$ cat src/hdl/dmwc_pkg.sv
`default_nettype none
package dmwc_pkg;

  localparam int ADDR_W       = 16;
  localparam int OFFSET_W     = 4;
  localparam int LINE_W       = 4;
  localparam int TAG_W        = ADDR_W - OFFSET_W - LINE_W;
  localparam int ROW_ADDR_W   = ADDR_W - OFFSET_W;
  localparam int BLOCK_BYTES  = 1 << OFFSET_W;
  localparam int LINE_COUNT   = 1 << LINE_W;
  localparam int MEM_ROWS     = 1 << ROW_ADDR_W;
  localparam int ROW_W        = BLOCK_BYTES * 8;
  localparam int ACCESS_BYTES = 4;
  localparam int DATA_W       = ACCESS_BYTES * 8;
  localparam int INSIDE_W     = 3;
  localparam int MODE_W       = 2;

  typedef logic [ROW_W-1:0] row_t;

  typedef enum logic [MODE_W-1:0] {
    MODE_LOAD  = 2'd0,
    MODE_READ  = 2'd1,
    MODE_WRITE = 2'd2,
    MODE_PEEK  = 2'd3
  } mode_t;

  // Commands from the controller to the datapath.
  typedef struct packed {
    logic capture;
    logic clear;
    logic write_back;
    logic finish;
    logic use_cache;
  } cmd_t;

  // Status from the datapath to the controller.
  typedef struct packed {
    logic cached;
    logic is_hit;
    logic victim_dirty;
    logic clear_last;
  } status_t;

  // Gather the bytes from the offset on; bytes past the block end read as zero.
  function automatic logic [DATA_W-1:0] row_extract(row_t row, logic [OFFSET_W-1:0] off);
    logic [DATA_W-1:0]   r;
    logic [OFFSET_W:0]   pos;
    r = '0;
    for (int k = 0; k < ACCESS_BYTES; k++) begin
      pos = {1'b0, off} + (OFFSET_W+1)'(k);
      if (pos < (OFFSET_W+1)'(BLOCK_BYTES)) begin
        r[DATA_W-1-8*k -: 8] = row[8*pos[OFFSET_W-1:0] +: 8];
      end
    end
    return r;
  endfunction

  // Store the word into the row from the offset on, dropping bytes past the block end.
  function automatic row_t row_merge(row_t row, logic [OFFSET_W-1:0] off,
                                     logic [DATA_W-1:0] wdata);
    row_t              r;
    logic [OFFSET_W:0] pos;
    r = row;
    for (int k = 0; k < ACCESS_BYTES; k++) begin
      pos = {1'b0, off} + (OFFSET_W+1)'(k);
      if (pos < (OFFSET_W+1)'(BLOCK_BYTES)) begin
        r[8*pos[OFFSET_W-1:0] +: 8] = wdata[DATA_W-1-8*k -: 8];
      end
    end
    return r;
  endfunction

  // Number of the four bytes that fall inside the block.
  function automatic logic [INSIDE_W-1:0] bytes_in_block(logic [OFFSET_W-1:0] off);
    logic [OFFSET_W:0] room;
    room = (OFFSET_W+1)'(BLOCK_BYTES) - {1'b0, off};
    if (room > (OFFSET_W+1)'(ACCESS_BYTES)) begin
      return INSIDE_W'(ACCESS_BYTES);
    end
    return room[INSIDE_W-1:0];
  endfunction

endpackage
`default_nettype wire

$ cat src/hdl/dmwc_ctrl.sv
`default_nettype none
module dmwc_ctrl (
  input  wire logic              clk,
  input  wire logic              rst,
  input  wire logic              start,
  input  dmwc_pkg::status_t      status,
  output dmwc_pkg::cmd_t         cmd,
  output logic                   busy,
  output logic                   done
);
  import dmwc_pkg::*;

  typedef enum logic [2:0] {
    ST_CLEAR,
    ST_IDLE,
    ST_LOOKUP,
    ST_MEM_FIN,
    ST_HIT_FIN,
    ST_WRITE_BACK,
    ST_REFILL
  } state_t;

  state_t state;
  state_t state_next;

  assign busy = (state != ST_IDLE);

  always_comb begin
    cmd            = '0;
    cmd.capture    = (state == ST_IDLE) && start;
    cmd.clear      = (state == ST_CLEAR);
    cmd.write_back = (state == ST_WRITE_BACK);
    cmd.finish     = (state == ST_MEM_FIN) || (state == ST_HIT_FIN) || (state == ST_REFILL);
    cmd.use_cache  = (state == ST_HIT_FIN);
  end

  always_comb begin
    state_next = state;
    unique case (state)
      ST_CLEAR: begin
        if (status.clear_last) state_next = ST_IDLE;
      end
      ST_IDLE: begin
        if (start) state_next = ST_LOOKUP;
      end
      ST_LOOKUP: begin
        if (!status.cached) state_next = ST_MEM_FIN;
        else if (status.is_hit) state_next = ST_HIT_FIN;
        else if (status.victim_dirty) state_next = ST_WRITE_BACK;
        else state_next = ST_REFILL;
      end
      ST_WRITE_BACK: state_next = ST_REFILL;
      ST_MEM_FIN, ST_HIT_FIN, ST_REFILL: state_next = ST_IDLE;
      default: state_next = ST_IDLE;
    endcase
  end

  always_ff @(posedge clk) begin
    if (rst) begin
      state <= ST_CLEAR;
      done  <= 1'b0;
    end else begin
      state <= state_next;
      done  <= cmd.finish;
    end
  end

endmodule
`default_nettype wire

$ cat config.mk
export PLATFORM = sky130hd
export DESIGN_NAME = dmwc_ctrl
export DESIGN_NICKNAME = d
export VERILOG_FILES = /design/src/hdl/dmwc_pkg.sv /design/src/hdl/dmwc_ctrl.sv
export SDC_FILE = /design/constraint.sdc
export NUM_CORES = 1
export LEC_CHECK = 0
export ABC_AREA = 1
export BUFFER_PORTS_ARGS = -buffer_cell sky130_fd_sc_hd__buf_4
export CAP_MARGIN = 20
export CORE_AREA = 2 2 39 41
export CTS_CLUSTER_SIZE = 10
export DETAILED_ROUTE_END_ITERATION = 7
export DIE_AREA = 0 0 41 43
export PLACE_DENSITY = 0.46
export SLEW_MARGIN = 20
export SYNTH_ARGS = -nofsm -noshare
export SYNTH_HDL_FRONTEND = slang
export SYNTH_SLANG_ARGS = --single-unit
export TNS_END_PERCENT = 5
$ cat constraint.sdc
create_clock -name clk -period 1.7 [get_ports clk]
set_input_delay 0.17 -clock clk [delete_from_list [all_inputs] [get_ports clk]]
set_output_delay 0.17 -clock clk [all_outputs]
set_load 0.01 [all_outputs]
==> results of run 1 <==
==> per-stage QoR <==
stage	hold slack [ns]	setup WS [ns]	utilization	area [µm²]
5_1_grt	0.118	0.210	0.291	403
4_1_cts	0.114	0.363	0.291	403
2_1_floorplan	0.239	0.641	-	263
3_3_place_gp	0.354	0.636	0.275	380
6_report	0.119	0.373	0.291	403
3_5_place_dp	0.357	0.617	0.275	380
==> layout by cell type (no fill, tap or decap) <==
cell type,instances
clkbuf_4,3
nand3_2,1
nor2_2,2
nor2_1,7
nand2_1,12
nand2_2,1
inv_1,7
dfxtp_1,4
nand3_1,1
o21ai_0,2
nor4_1,1
a21oi_1,1
nor3_1,3
buf_4,13
nand3b_2,1
inv_2,1
==> kinds of logic (layout without fill, tap and decap cells) <==
logic type             after synthesis  after routing  synth area share
AND/OR/NAND/NOR                     29             29             0.524
buffers and inverters                8             24             0.114
flip-flops                           4              4             0.305
AO/OA/AOI/OAI                        3              3            0.0571
==> flip-flops by register name (all words and copies together), names as in the netlist <==
| register | count |
|---|---|
| state | 3 |
| done | 1 |
==> per-layer routing <==
metal	track usage	wire, µm
met5	0	0
met4	0.0600	0
met3	0.0157	38
met2	0.147	339
met1	0.0868	253
==> where the power goes <==
group,internal [mW],leakage [nW],switching (mW)
Combinational,0.101,0.167,0.120
Clock,0.0786,0.0138,0.0339
Sequential,0.114,0.0329,0.0249
==> cell type report <==
cell class              count  area share
inverters                   8      0.0745
multi-input cells          32       0.379
repair buffers             13       0.242
clock buffers               3      0.0559
flip-flops and latches      4       0.199
well taps                  16      0.0497
==> worst max path at each step <==
stage	startpoint	end	cells after the start
global route	state[0]	cmd[4]	5
CTS	state[0]	cmd[4]	5
floorplan	state[0]	cmd[4]	4
detailed placement	state[0]	cmd[4]	5
finish	state[0]	cmd[4]	5
global placement	state[0]	cmd[4]	5
==> worst register-to-register path, stage by stage (launching register included) <==
cell and delay [ns]:
dfxtp_1 0.35, nor2_1 0.25, nand3b_2 0.15, nand2_2 0.10
nor2_1 0.04, nor2_1 0.07
==> impl_metrics.ini, run 1 <==
[outcome]
outcome = complete, no violations

[sta]
period_share = 0.780
finalSetupViolations = 0
clock_skew_ns = 0.00171
slew_headroom = 0.830
worst_pin_slew_ns = 0.255
maxClockFrequency_mhz = 754
rsz0062_at_grt = false
setup_tns_ns = 0
final.min_clock_period_ns = 1.33
finalMaxSlewViolations = 0
hold_viol = 0

[clock_tree]
clkSinkCount = 4
htreeDepth = 1
cts_buffers = 3
cts_setup_buffers = 0
clk_latency_ns = 0.23
cts-resized-gates = 0
clockRootBuffer = clkbuf_4
hold_buffers = 0
cts_tree = done
cts.path.max_buffers = 2
clk_pin_slew_ns = 0.04

[final_layout]
drive_gt1_frac = 0.367
multi_input_area_um2 = 153
finalNonFillerCells = 76
diodes = 0
nNetsFinal = 69
n_fill_cell = 149
syn_to_final_growth_pct = 53.3
regArea_um2 = 80.1

[worst_setup_path]
rr_startpoint = state[0]
cp-start-kind = register
worstPathArrival_ns = 1.16
crit_buf_inv = 2
critPathMaxStageDelay_ns = 0.41
critical_path.slowest_cell = dfxtp_1
r2r_slack_ns = 0.68
crit_type = register to output pin
rr_endpoint = state[0]
reg2regPathDepth = 5
cp.required_ns = 1.53
path_max_fanout = 6
path_cells = inv_2 > nor2_2 > nand2_1 > nor2_1 > buf_4
crit_path_end_kind = output pin
cp_top_family = flip-flops

[routing]
via_per_inst = 3.86
remaining_drc_errors = 0
drt_iter0_drc = 5
dr.pass1.iters = 3
wire_per_inst_um = 8.30
vias = 293
ant_nets = 0
wl_um = 631

[worst_hold_path]
whs_endpoint = state[2]
min_from = rst
whs_path_depth = 2
hold_path_class = input port to register

[placed_design]
port_buffers = 13
dp_hpwl_um = 535
dp.cells = 73
globalplace.congestion = 0.614

[die]
dieArea_um2 = 1760
io_pins = 14
core_area_um2 = 1380
die_width_um = 41
placementRows = 14
floorplan.initialDensity = 0.190
dieHeight_um = 43

[synth]
avgSynthCellArea_um2 = 5.97
synth_ff_type = dfxtp_1
synth_warnings = 0
synthArstFlopShare = 0
syn_nets = 51
synth_common_cells = nand2_1, inv_1, nor2_1
synth_cell_type_count = 14
ys_seq_area_frac = 0.305
post-synth-top-count-cell = nand2_1
syn_inst = 44
synth_area_um2 = 263
synth_area_leaders = dfxtp_1, nand2_1, inv_1, nor2_1, nor3_1
synth_area_leader_cell = dfxtp_1
synth_top_area_frac = 0.305
synth_edf_count = 0
ys_ff_latch = 4

[power_and_ir_drop]
power_mw = 0.472
p_leak_nw = 0.214
vdd_drop_max_mv = 0.282
p_per_area_nw_per_um2 = 1170

[global_routing]
grt_pass1_wl_mm = 1.00
grt-ovfl-total = 0
antenna_found_initial = 0
grtUsageTotal = 0.0863
grt_pass1_vias = 278
grt_max_degree = 7

[job]
drv_cap = 0
Power figures use the tool's default switching activity.
==> run 2, diff against run 1 <==
PLACE_DENSITY = 0.47   (was 0.46)
clock period = 1.15 ns   (was 1.7 ns; I/O delays follow)
==> impl_metrics.ini, run 2 (synthesized netlist as in run 1, its figures left out) <==
[clock_tree]
cts_buffers = 3
clk_pin_slew_ns = 0.04
cts.path.max_buffers = 2
cts_tree = done
clk_latency_ns = 0.24
clkSinkCount = 4
htreeDepth = 1
clockRootBuffer = clkbuf_4

[power_and_ir_drop]
p_int_mw = 0.473
clkPwrFrac = 0.228
swShare = 0.385
seq_power_share = 0.290
power.switching_mw = 0.296
p_per_area_nw_per_um2 = 1740
p_leak_nw = 0.225
vdd_drop_max_mv = 0.363
p_comb_frac = 0.482
power_mw = 0.769

[worst_setup_path]
worstPathArrival_ns = 1.06
crit_type = register to output pin
critPathMaxStageDelay_ns = 0.37
path_cells = inv_4 > nor2_4 > nand2_2 > nor2_1 > buf_4
crit_path_end_kind = output pin
critical_path.slowest_cell = dfxtp_4
path_max_fanout = 5
cp.required_ns = 1.03
rr_endpoint = state[0]
rr_startpoint = state[1]
r2r_slack_ns = 0.18
reg2regPathDepth = 5
cp-start-kind = register

[final_layout]
mostFrequentLayoutCell = buf_4
syn_to_final_growth_pct = 68.1
multi_input_area_um2 = 173
final_cell_mix = buf_4, nand2_1, inv_1, nor2_1, clkbuf_4
regArea_um2 = 88.8
reg.largest.list = state: 3 flops, done: 1 flops
n_fill_cell = 156
largest_reg_flops = 3
max_flop_register = state
drive_gt1_frac = 0.492
nNetsFinal = 70
diodes = 0

[die]
dieArea_um2 = 1760
die_width_um = 41
io_pins = 14
core_area_um2 = 1380
placementRows = 14
dieHeight_um = 43
floorplan.initialDensity = 0.190

[worst_hold_path]
min_from = rst
whs_path_depth = 2
hold_path_class = input port to register
whs_endpoint = state[2]

[routing]
vias = 328
ant_nets = 0
wire_per_inst_um = 8.95
wl_um = 689
via_per_inst = 4.26
remaining_drc_errors = 0
dr.pass1.iters = 4
drt_iter0_drc = 4

[sta]
worst_pin_slew_ns = 0.219
finalSetupViolations = 1
rsz0062_at_grt = true
period_share = 1.03
clock_skew_ns = 0.00106
finalMaxSlewViolations = 0
slew_headroom = 0.853
maxClockFrequency_mhz = 848
final.min_clock_period_ns = 1.18
hold_viol = 0
fin_ws_ns = -0.0292
holdWs_ns = 0.0450

[outcome]
violations = negative setup slack
outcome = complete, but fails checks

[global_routing]
grt_pass1_wl_mm = 1.17
grt-ovfl-total = 0
antenna_found_initial = 0
grt_pass1_vias = 321
grtUsageTotal = 0.101
grt_max_degree = 7

[placed_design]
dp_hpwl_um = 539
globalplace.congestion = 0.634
port_buffers = 13

[job]
drv_cap = 0
==> run 2: cell types whose count changed in the layout (fill, tap and decap cells not counted), sizes merged <==
cell,previous run,this run
buf,13,14
==> run 2: cell type report <==
type | instances | share of cell area
flip-flops and latches | 4 | 0.201
repair buffers | 14 | 0.238
inverters | 8 | 0.0737
well taps | 16 | 0.0453
multi-input cells | 32 | 0.391
clock buffers | 3 | 0.0510
==> run 2: per-stage QoR <==
| step | util | setup slack (ns) | TNS [ns] | instances | instance area, µm² |
|---|---|---|---|---|---|
| floorplan | - | 0.146 | 0 | 44 | 263 |
| global placement | 0.275 | 0.126 | 0 | 73 | 380 |
| detailed placement | 0.275 | 0.117 | 0 | 73 | 380 |
| CTS | 0.301 | -0.0299 | -0.0575 | 76 | 417 |
| global route | 0.319 | -0.0906 | -0.190 | 77 | 442 |
| finish | 0.319 | -0.0292 | -0.0292 | 77 | 442 |
==> run 2: critical path: cells and delay by family, from the launching register on <==
family	cells	cell delay, ns
and+or+nand+nor	3	0.29
DFF	1	0.37
buffers and inverters	2	0.16
==> run 2: what timing repair did <==
action	CTS	global route
hold buffers	0	0
resized for setup	6	5
setup buffers	0	1
setup endpoints to repair	5	5
pin swaps	0	2
==> run 2: layer usage <==
metal	vias to the layer above	track usage	wire (µm)
met5	-	0	0
met4	0	0.100	6
met3	2	0.0157	35
met2	13	0.172	380
met1	142	0.0900	268
li1	171	-	-
==> run 2: power by group through the flow <==
stage	logic, mW	clock network, mW	registers, mW
floorplan	0.198	0	0.205
global placement	0.333	0	0.206
detailed placement	0.328	0	0.208
CTS	0.340	0.182	0.220
global route	0.419	0.191	0.230
finish	0.370	0.175	0.223
==> run 2: worst max path at each step <==
stage / from / end / slack [ns] / depth (start not counted)
2_1_floorplan: state[0] / cmd[4] / 0.15 / 4
6_report: state[0] / cmd[4] / -0.03 / 5
4_1_cts: state[2] / cmd[1] / -0.03 / 4
5_1_grt: state[0] / cmd[4] / -0.09 / 5
3_3_place_gp: state[0] / state[1] / 0.13 / 5
3_5_place_dp: state[0] / cmd[4] / 0.12 / 5
